===== config.mk =====
export PLATFORM = sky130hd
export DESIGN_NAME = ultrasonic_echo_ranging_core
export DESIGN_NICKNAME = d
export VERILOG_FILES = /design/src/hw/rtl/uer_pkg.sv /design/src/hw/rtl/uer_div.sv /design/src/hw/rtl/uer_datapath.sv /design/src/hw/rtl/uer_ctrl.sv /design/src/hw/rtl/ultrasonic_echo_ranging_core.sv
export SDC_FILE = /design/constraint.sdc
export NUM_CORES = 1
export LEC_CHECK = 0
export ABC_AREA = 1
export BUFFER_PORTS_ARGS = -buffer_cell sky130_fd_sc_hd__buf_2
export CORE_MARGIN = 8
export CORE_UTILIZATION = 40
export DETAILED_ROUTE_END_ITERATION = 10
export GPL_TIMING_DRIVEN = 0
export SLEW_MARGIN = 20
export SYNTH_ARGS = -nofsm -noshare
export SYNTH_HDL_FRONTEND = slang
export SYNTH_HIERARCHICAL = 1
export SYNTH_SLANG_ARGS = --single-unit
export TNS_END_PERCENT = 20

===== constraint.sdc =====
create_clock -name clk_i -period 8.1 [get_ports clk_i]
set_clock_uncertainty 0.15 [all_clocks]
set_input_delay 0.405 -clock clk_i [delete_from_list [all_inputs] [get_ports clk_i]]
set_output_delay 0.405 -clock clk_i [all_outputs]
set_load 0.005 [all_outputs]

===== src/hw/rtl/uer_pkg.sv =====
// Shared widths, reset values, register indexes and command/status types for the echo ranger.
`timescale 1ns / 1ps
`default_nettype none

package uer_pkg;

  localparam int unsigned PeriodW  = 24;
  localparam int unsigned PulseW   = 16;
  localparam int unsigned TimeoutW = 24;
  localparam int unsigned AcceptW  = 24;
  localparam int unsigned TpcW     = 16;
  localparam int unsigned RangeW   = 24;
  localparam int unsigned CfgIdxW  = 3;
  localparam int unsigned CfgDataW = 24;

  localparam logic [PeriodW-1:0]  PeriodReset  = 24'd2500000;
  localparam logic [PulseW-1:0]   PulseReset   = 16'd500;
  localparam logic [TimeoutW-1:0] TimeoutReset = 24'd1500000;
  localparam logic [AcceptW-1:0]  AcceptReset  = 24'd1299999;
  localparam logic [TpcW-1:0]     TpcReset     = 16'd2900;

  // Distance reported for an accepted echo when the divisor is zero.
  localparam logic [RangeW-1:0] RangeAllOnes = {RangeW{1'b1}};

  typedef enum logic [CfgIdxW-1:0] {
    CfgPeriod  = 3'd0,
    CfgPulse   = 3'd1,
    CfgTimeout = 3'd2,
    CfgAccept  = 3'd3,
    CfgTpc     = 3'd4
  } cfg_index_e;

  // Commands from the controller to the datapath.
  typedef struct packed {
    logic tick;       // an input transfer happens this cycle
    logic div_start;  // launch the divider on this tick's echo length
    logic commit;     // divider finished: store the distance and present the result
  } cmd_t;

  // Status from the datapath to the controller.
  typedef struct packed {
    logic need_div;   // the offered tick ends an accepted echo with a nonzero divisor
    logic div_done;   // quotient is ready
    logic out_free;   // output register can take a new result this cycle
  } stat_t;

endpackage

`default_nettype wire


===== src/hw/rtl/uer_div.sv =====
// Restoring divider producing one quotient bit per cycle.
`timescale 1ns / 1ps
`default_nettype none

module uer_div (
  input  logic                          clk_i,
  input  logic                          rst_ni,
  input  logic                          start_i,
  input  logic [uer_pkg::RangeW-1:0]    dividend_i,
  input  logic [uer_pkg::TpcW-1:0]      divisor_i,
  output logic [uer_pkg::RangeW-1:0]    quotient_o,
  output logic                          done_o
);

  localparam int unsigned Steps = uer_pkg::RangeW;
  localparam int unsigned CntW  = $clog2(Steps + 1);
  localparam int unsigned DW    = uer_pkg::TpcW;

  logic            busy_q, busy_d;
  logic [CntW-1:0] cnt_q, cnt_d;

  logic [uer_pkg::RangeW-1:0] quo_q;
  logic [DW-1:0]              rem_q;
  logic [DW-1:0]              div_q;

  logic [DW+1:0] diff;
  logic          fits;
  logic          stepping;

  // Shifted partial remainder minus divisor; the top bit is the borrow.
  assign diff     = {1'b0, rem_q, quo_q[uer_pkg::RangeW-1]} - {2'b00, div_q};
  assign fits     = ~diff[DW+1];
  assign stepping = busy_q && (cnt_q != '0);

  assign done_o     = busy_q && (cnt_q == '0);
  assign quotient_o = quo_q;

  always_comb begin
    busy_d = busy_q;
    cnt_d  = cnt_q;
    if (start_i) begin
      busy_d = 1'b1;
      cnt_d  = CntW'(Steps);
    end else if (stepping) begin
      cnt_d = cnt_q - CntW'(1);
    end else if (done_o) begin
      busy_d = 1'b0;
    end
  end

  always_ff @(posedge clk_i or negedge rst_ni) begin
    if (!rst_ni) begin
      busy_q <= 1'b0;
      cnt_q  <= '0;
    end else begin
      busy_q <= busy_d;
      cnt_q  <= cnt_d;
    end
  end

  always_ff @(posedge clk_i) begin
    if (start_i) begin
      quo_q <= dividend_i;
      rem_q <= '0;
      div_q <= divisor_i;
    end else if (stepping) begin
      // The remainder stays below the divisor, so its low bits always suffice.
      if (fits) begin
        rem_q <= diff[DW-1:0];
      end else begin
        rem_q <= {rem_q[DW-2:0], quo_q[uer_pkg::RangeW-1]};
      end
      quo_q <= {quo_q[uer_pkg::RangeW-2:0], fits};
    end
  end

endmodule

`default_nettype wire


===== src/hw/rtl/uer_datapath.sv =====
// Timing counters, configuration registers, distance logic and output register.
`timescale 1ns / 1ps
`default_nettype none

module uer_datapath (
  input  logic                          clk_i,
  input  logic                          rst_ni,
  input  uer_pkg::cmd_t                 cmd_i,
  output uer_pkg::stat_t                stat_o,
  input  logic                          cfg_valid_i,
  input  logic [uer_pkg::CfgIdxW-1:0]   cfg_index_i,
  input  logic [uer_pkg::CfgDataW-1:0]  cfg_data_i,
  input  logic                          echo_level_i,
  input  logic                          out_stall_i,
  output logic                          out_valid_o,
  output logic                          trigger_level_o,
  output logic [uer_pkg::RangeW-1:0]    range_cm_o,
  output logic                          range_updated_o
);

  // Configuration registers.
  logic [uer_pkg::PeriodW-1:0]  period_ticks_q;
  logic [uer_pkg::PulseW-1:0]   pulse_ticks_q;
  logic [uer_pkg::TimeoutW-1:0] timeout_ticks_q;
  logic [uer_pkg::AcceptW-1:0]  accept_max_q;
  logic [uer_pkg::TpcW-1:0]     ticks_per_cm_q;

  // Tick state.
  logic [uer_pkg::PeriodW-1:0]  period_count_q, period_count_d;
  logic                         pulse_active_q, pulse_active_d;
  logic [uer_pkg::PulseW-1:0]   pulse_count_q, pulse_count_d;
  logic                         echo_running_q, echo_running_d;
  logic [uer_pkg::RangeW-1:0]   echo_elapsed_q, echo_elapsed_d;
  logic                         echo_prev_q;
  logic [uer_pkg::RangeW-1:0]   range_value_q, range_value_d;

  // Output register.
  logic                         out_valid_q;
  logic                         out_trigger_q;
  logic [uer_pkg::RangeW-1:0]   out_range_q;
  logic                         out_updated_q;

  logic [uer_pkg::PulseW-1:0]   pulse_inc;
  logic [uer_pkg::PeriodW-1:0]  period_inc;
  logic [uer_pkg::RangeW-1:0]   elapsed_inc;
  logic                         fall, rise, over_limit, need_div, updated;
  logic                         out_taken, load_tick;

  logic [uer_pkg::RangeW-1:0]   quotient;
  logic                         div_done;

  always_comb begin
    pulse_active_d = pulse_active_q;
    pulse_count_d  = pulse_count_q;
    pulse_inc      = pulse_count_q + 16'd1;
    if (pulse_active_q) begin
      pulse_count_d = pulse_inc;
      if ((pulse_inc >= pulse_ticks_q) || (pulse_inc == '0)) begin
        pulse_active_d = 1'b0;
      end
    end

    // A new period does not restart a pulse that is still high.
    period_inc     = period_count_q + 24'd1;
    period_count_d = period_inc;
    if ((period_inc >= period_ticks_q) || (period_inc == '0)) begin
      period_count_d = '0;
      if (!pulse_active_d) begin
        pulse_active_d = 1'b1;
        pulse_count_d  = '0;
      end
    end

    // The timeout is checked before the echo edges of the same tick.
    echo_running_d = echo_running_q;
    echo_elapsed_d = echo_elapsed_q;
    elapsed_inc    = echo_elapsed_q + 24'd1;
    if (echo_running_q) begin
      echo_elapsed_d = elapsed_inc;
      if ((elapsed_inc >= timeout_ticks_q) || (elapsed_inc == '0)) begin
        echo_running_d = 1'b0;
      end
    end

    fall       = !echo_level_i && echo_prev_q && echo_running_d;
    rise       = echo_level_i && !echo_prev_q && !echo_running_d;
    over_limit = echo_elapsed_d > accept_max_q;
    need_div   = 1'b0;
    updated    = 1'b0;
    range_value_d = range_value_q;

    if (fall) begin
      updated = 1'b1;
      if (over_limit) begin
        range_value_d = '0;
      end else if (ticks_per_cm_q == '0) begin
        range_value_d = uer_pkg::RangeAllOnes;
      end else begin
        need_div = 1'b1;
      end
    end else if (rise) begin
      echo_running_d = 1'b1;
      echo_elapsed_d = '0;
    end
  end

  uer_div u_div (
    .clk_i      (clk_i),
    .rst_ni     (rst_ni),
    .start_i    (cmd_i.div_start),
    .dividend_i (echo_elapsed_d),
    .divisor_i  (ticks_per_cm_q),
    .quotient_o (quotient),
    .done_o     (div_done)
  );

  assign out_taken = out_valid_q && !out_stall_i;
  assign load_tick = cmd_i.tick && !need_div;

  assign stat_o.need_div = need_div;
  assign stat_o.div_done = div_done;
  assign stat_o.out_free = !out_valid_q || !out_stall_i;

  always_ff @(posedge clk_i or negedge rst_ni) begin
    if (!rst_ni) begin
      period_ticks_q  <= uer_pkg::PeriodReset;
      pulse_ticks_q   <= uer_pkg::PulseReset;
      timeout_ticks_q <= uer_pkg::TimeoutReset;
      accept_max_q    <= uer_pkg::AcceptReset;
      ticks_per_cm_q  <= uer_pkg::TpcReset;
    end else if (cfg_valid_i) begin
      case (uer_pkg::cfg_index_e'(cfg_index_i))
        uer_pkg::CfgPeriod:  period_ticks_q  <= cfg_data_i;
        uer_pkg::CfgPulse:   pulse_ticks_q   <= cfg_data_i[uer_pkg::PulseW-1:0];
        uer_pkg::CfgTimeout: timeout_ticks_q <= cfg_data_i;
        uer_pkg::CfgAccept:  accept_max_q    <= cfg_data_i;
        uer_pkg::CfgTpc:     ticks_per_cm_q  <= cfg_data_i[uer_pkg::TpcW-1:0];
        default: ;
      endcase
    end
  end

  always_ff @(posedge clk_i or negedge rst_ni) begin
    if (!rst_ni) begin
      period_count_q <= '0;
      pulse_active_q <= 1'b0;
      pulse_count_q  <= '0;
      echo_running_q <= 1'b0;
      echo_elapsed_q <= '0;
      echo_prev_q    <= 1'b0;
      range_value_q  <= '0;
      out_valid_q    <= 1'b0;
    end else begin
      if (cmd_i.tick) begin
        period_count_q <= period_count_d;
        pulse_active_q <= pulse_active_d;
        pulse_count_q  <= pulse_count_d;
        echo_running_q <= echo_running_d;
        echo_elapsed_q <= echo_elapsed_d;
        echo_prev_q    <= echo_level_i;
        range_value_q  <= range_value_d;
      end else if (cmd_i.commit) begin
        range_value_q <= quotient;
      end
      if (load_tick || cmd_i.commit) begin
        out_valid_q <= 1'b1;
      end else if (out_taken) begin
        out_valid_q <= 1'b0;
      end
    end
  end

  always_ff @(posedge clk_i) begin
    if (load_tick) begin
      out_trigger_q <= pulse_active_d;
      out_range_q   <= range_value_d;
      out_updated_q <= updated;
    end else if (cmd_i.commit) begin
      out_trigger_q <= pulse_active_q;
      out_range_q   <= quotient;
      out_updated_q <= 1'b1;
    end
  end

  assign out_valid_o     = out_valid_q;
  assign trigger_level_o = out_trigger_q;
  assign range_cm_o      = out_range_q;
  assign range_updated_o = out_updated_q;

endmodule

`default_nettype wire


===== src/hw/rtl/uer_ctrl.sv =====
// Controller sequencing tick transfers and distance divisions.
`timescale 1ns / 1ps
`default_nettype none

module uer_ctrl (
  input  logic            clk_i,
  input  logic            rst_ni,
  input  logic            in_valid_i,
  output logic            in_stall_o,
  input  uer_pkg::stat_t  stat_i,
  output uer_pkg::cmd_t   cmd_o
);

  typedef enum logic [0:0] {
    StIdle,
    StDivide
  } state_e;

  state_e state_q;
  logic   accept;

  assign in_stall_o = !((state_q == StIdle) && stat_i.out_free);
  assign accept     = in_valid_i && !in_stall_o;

  assign cmd_o.tick      = accept;
  assign cmd_o.div_start = accept && stat_i.need_div;
  assign cmd_o.commit    = (state_q == StDivide) && stat_i.div_done;

  always_ff @(posedge clk_i or negedge rst_ni) begin
    if (!rst_ni) begin
      state_q <= StIdle;
    end else begin
      case (state_q)
        StIdle: begin
          if (accept && stat_i.need_div) begin
            state_q <= StDivide;
          end
        end
        StDivide: begin
          if (stat_i.div_done) begin
            state_q <= StIdle;
          end
        end
        default: state_q <= StIdle;
      endcase
    end
  end

endmodule

`default_nettype wire


===== src/hw/rtl/ultrasonic_echo_ranging_core.sv =====
// Top level of the ultrasonic echo ranging core: controller plus datapath.
//
// Each input transfer is one tick of the timing base and carries the sampled
// echo pin level. Every accepted tick yields exactly one result transfer with
// the trigger pin level, the stored distance in centimetres and a flag that
// marks the tick on which the distance was rewritten.
// Ordinary ticks give a valid result in the cycle after the input transfer and
// are accepted back to back, one per cycle, while the receiver does not stall.
// A tick that ends an accepted echo with a nonzero divisor runs the serial
// divider, one quotient bit per cycle, and the input is stalled until its
// result appears.
// Configuration writes are always ready and take effect on the next cycle;
// they are meant to be issued while the core is idle. Unknown indexes are
// dropped. Reset loads the default register values and clears all counters,
// the echo timer, the stored distance and the output valid flag. When the
// receiver stalls, the result holds and the input is stalled until it leaves.
`timescale 1ns / 1ps
`default_nettype none

module ultrasonic_echo_ranging_core (
  input  logic                          clk_i,
  input  logic                          rst_ni,
  // Tick input channel.
  input  logic                          in_valid_i,
  output logic                          in_stall_o,
  input  logic                          echo_level_i,
  // Result channel.
  output logic                          out_valid_o,
  input  logic                          out_stall_i,
  output logic                          trigger_level_o,
  output logic [uer_pkg::RangeW-1:0]    range_cm_o,
  output logic                          range_updated_o,
  // Configuration write channel.
  input  logic                          cfg_valid_i,
  output logic                          cfg_ready_o,
  input  logic [uer_pkg::CfgIdxW-1:0]   cfg_index_i,
  input  logic [uer_pkg::CfgDataW-1:0]  cfg_data_i
);

  uer_pkg::cmd_t  cmd;
  uer_pkg::stat_t stat;

  // Register writes need no wait state.
  assign cfg_ready_o = 1'b1;

  // The controller alone decides when a tick transfer happens and when a
  // finished quotient is committed.
  uer_ctrl u_ctrl (
    .clk_i      (clk_i),
    .rst_ni     (rst_ni),
    .in_valid_i (in_valid_i),
    .in_stall_o (in_stall_o),
    .stat_i     (stat),
    .cmd_o      (cmd)
  );

  // The datapath holds the trigger and echo counters, the configuration
  // registers, the divider and the result register.
  uer_datapath u_datapath (
    .clk_i           (clk_i),
    .rst_ni          (rst_ni),
    .cmd_i           (cmd),
    .stat_o          (stat),
    .cfg_valid_i     (cfg_valid_i),
    .cfg_index_i     (cfg_index_i),
    .cfg_data_i      (cfg_data_i),
    .echo_level_i    (echo_level_i),
    .out_stall_i     (out_stall_i),
    .out_valid_o     (out_valid_o),
    .trigger_level_o (trigger_level_o),
    .range_cm_o      (range_cm_o),
    .range_updated_o (range_updated_o)
  );

endmodule

`default_nettype wire


==> flow_metrics.tcl <==
set metrics [dict create \
    routed_wl_um 53290 \
    powerDensity_nw_per_um2 174.3 \
    dpl.cell_count 3210 \
    cts_buffer_depth 3 \
    cts_sinks 285 \
    postRouteAntennaNets 0 \
    slowest_stage "clkinv_1" \
    die_h_um 228.5 \
    cts_tree "built" \
    cts_buffers 36 \
    io_buffers 60 \
    ys_ff_latch 285 \
    synthArstFlopShare_pct 71.23 \
    layout_commonest_cell "nand2_1" \
    period_needed_ps 6460 \
    fin_tns_setup_ps 0 \
    synth_ff_type "dfrtp_1" \
    synthAdderAreaFrac_pct 7.728 \
    synth_area_per_cell_um2 7.091 \
    gp_congestion 0.9044 \
    drt-initial-drc-count 1253 \
    post-cts-setup-buffer-count 0 \
    slowest_delay_ps 900 \
    synth_compound_area_share_pct 8.545 \
    postLayoutCellArea_um2 20330 \
    synth_cell_types 51 \
    synthXorXnorAreaFrac_pct 1.018 \
    vias 16450 \
    setup_ws_ps 1640 \
    period_share_pct 79.75 \
    ys_seq_area_share_pct 41.15 \
    grt_pass1_wl_um 85300 \
    pre_cts_ws_ps 1595 \
    coreArea_um2 44990 \
    synthCells 2548 \
    critical_path_required_ps 8370 \
    dieArea_um2 52230 \
    hold_path.class "in2reg" \
    critPathKind "reg2reg" \
    layout.nets 2795 \
    status "complete, no violations" \
    dpl_cell_area_um2 19180 \
    finalSetupViolCount 0 \
    area_growth_pct 12.53 \
    yosysWarnings 6 \
    utilization_pct 45.19 \
    synth_simple_gate_area_share_pct 31.31 \
    grt_max_degree 92 \
    cts-root-buf "clkbuf_16" \
    antenna_found_initial 1 \
    startpoint_type "flop" \
    grt_usage_pct 20.08 \
    num_rows 78 \
    fin_hold_ws_ps 36.35 \
    synth_top_family_by_area "simple AND/OR/NAND/NOR gates" \
    synth-edff-count 66 \
    grt_pass1_vias 15950 \
    final_max_slew_viol_count 0 \
    drc_errors 0 \
    critPathBufInv 7 \
    layout.cells.most_common_list "nand2_1, inv_1, nor2_1" \
    drive_gt1_share_pct 8.293 \
    report.power.total_mw 3.544 \
    cp_common_cell "nand2_1" \
    hold_viol 0 \
    path_clk_slew_ps 60 \
    ios 62 \
    dieWidth_um 228.5 \
    leakage_nw 10.60 \
    grt_overflow 0 \
    end_kind "flop" \
    r2r_setup_slack_ps 1640 \
    final_cells 3278 \
    ir_worst_vdd_mv 0.1425 \
    syn_area_um2 18070 \
    maxSlewHeadroom_pct 30.93 \
    wl_per_cell_um 16.26 \
    tightest_slew_ps 1030 \
    insertion_delay_ps 530 \
    critPathArrivalTime_ps 6730 \
    place_hpwl_um 40320 \
    crit_family "simple AND/OR/NAND/NOR gates" \
    htreeDepth 2 \
    rsz0062_at_grt "false" \
    syn_nets 2692 \
    via_per_inst 5.019 \
    drtPass1Iterations 5 \
    fmax_mhz 154.8 \
    initial_core_util_pct 40.16 \
    crit_fanout 30 \
    synth.area.mux_share_pct 0 \
    drv_cap 0 \
]
timing repair:
item,4_1_cts,5_1_grt
resized for setup,0,0
endpoints found under the setup margin,0,0
endpoints found under the hold margin,52,0
hold buffers,3,0
synth_stat cells (2+ instances only):
master / number / area (µm²)
nand3_1: 129 / 645.6
xnor2_1: 6 / 52.55
nand4_1: 49 / 306.5
o22ai_1: 17 / 106.4
o21ai_1: 21 / 105.1
buf_4: 10 / 75.07
dfxtp_1: 16 / 320.3
buf_2: 7 / 35.03
clkinv_1: 2 / 7.510
a31oi_1: 5 / 31.28
ha_1: 110 / 1376
o21ai_0: 175 / 875.8
nand2_2: 9 / 56.30
inv_1: 371 / 1393
nor2_4: 4 / 45.04
or2_2: 4 / 25.02
nand2_1: 930 / 3491
dfrtp_1: 160 / 4004
clkbuf_1: 64 / 240.2
nor2_2: 6 / 37.54
nand3b_1: 12 / 90.09
nor2_1: 192 / 720.7
a21o_1: 2 / 15.01
xor2_1: 15 / 131.4
and2_1: 6 / 37.54
nand2_4: 4 / 45.04
inv_2: 4 / 15.01
a21oi_1: 69 / 345.3
dfstp_2: 43 / 1130
nand3_2: 3 / 30.03
buf_1: 4 / 15.01
buf_6: 4 / 45.04
edfxtp_1: 66 / 1982
nor3_1: 12 / 60.06
state kept, by name, indices dropped and copies added, names as in the netlist, 5 cells and up:
name and count:
u_datapath/accept_max_q 24, u_datapath/echo_elapsed_q 24, u_datapath/period_count_q 24, u_datapath/period_ticks_q 24, u_datapath/pulse_count_q 16, u_datapath/pulse_ticks_q 16
u_datapath/range_cm_o 24, u_datapath/range_value_q 24, u_datapath/ticks_per_cm_q 16, u_datapath/timeout_ticks_q 24, u_datapath/u_div/cnt_q 5, u_datapath/u_div/div_q 16
u_datapath/u_div/quotient_o 24, u_datapath/u_div/rem_q 16
path summary, 6_finish.rpt:
kind | startpoint | end | depth (start not counted)
max | u_datapath/echo_elapsed_q[0]$_DFFE_PN0P_ | u_datapath/u_div/rem_q[3]$_SDFFE_PP0P_ | 29
min | in_valid_i | u_ctrl/state_q$_DFF_PN0_ | 3
max reg2reg | u_datapath/echo_elapsed_q[0]$_DFFE_PN0P_ | u_datapath/u_div/rem_q[3]$_SDFFE_PP0P_ | 29
min reg2reg | u_datapath/u_div/rem_q[9]$_SDFFE_PP0P_ | u_datapath/u_div/rem_q[9]$_SDFFE_PP0P_ | 2
max in group asynchronous | rst_ni | u_datapath/timeout_ticks_q[20]$_DFFE_PN1P_ | 3
min in group asynchronous | rst_ni | u_datapath/out_valid_o$_DFFE_PN0P_ | 2
routing by layer:
| layer | share of wire [%] | wire, µm | track usage, % | up-vias |
|---|---|---|---|---|
| met2 | 46 | 24590 | 33.11 | 400 |
| met3 | 5.6 | 2977 | 3.438 | 88 |
| met5 | 0 | 0 | 0 | - |
| met1 | 45 | 24130 | 26.53 | 7737 |
| li1 | - | - | - | 8228 |
| met4 | 3.0 | 1589 | 6.517 | 0 |
worst reg2reg max path, delay by kind of cell (launching register included):
kind	cells	cell delay (ps)
and+or+nand+nor	18	2290
buffers and inverters	7	2060
AOI/OAI and AO/OA	2	670
adders and majority gates	2	630
DFF	1	540
cell type report:
type / count / area, µm²
buffer: 90 / 425.4
fill: 4657 / 24660
antenna: 1 / 2.502
timing repair buffer: 65 / 395.4
multi-input combinational: 1795 / 8788
sequential: 285 / 7436
tap: 600 / 750.7
clock inverter: 13 / 103.9
inverter: 378 / 1421
clock buffer: 51 / 1010
kinds of logic (layout without fill, tap and decap cells):
kind of cell | count (synthesis) | after routing
AND/OR/NAND/NOR | 1366 | 1366
buffers and inverters | 468 | 597
AO/OA/AOI/OAI | 296 | 296
flip-flops | 285 | 285
adder cells (fa/ha/maj) | 111 | 111
XOR/XNOR | 21 | 21
other | 1 | 2
power breakdown:
| part | internal, mW | switching, mW |
|---|---|---|
| combinational | 0.127 | 0.224 |
| clock | 0.904 | 0.631 |
| sequential | 1.60 | 0.0622 |
| total | 2.63 | 0.917 |
Note: power is estimated with default switching activity, not from simulation.
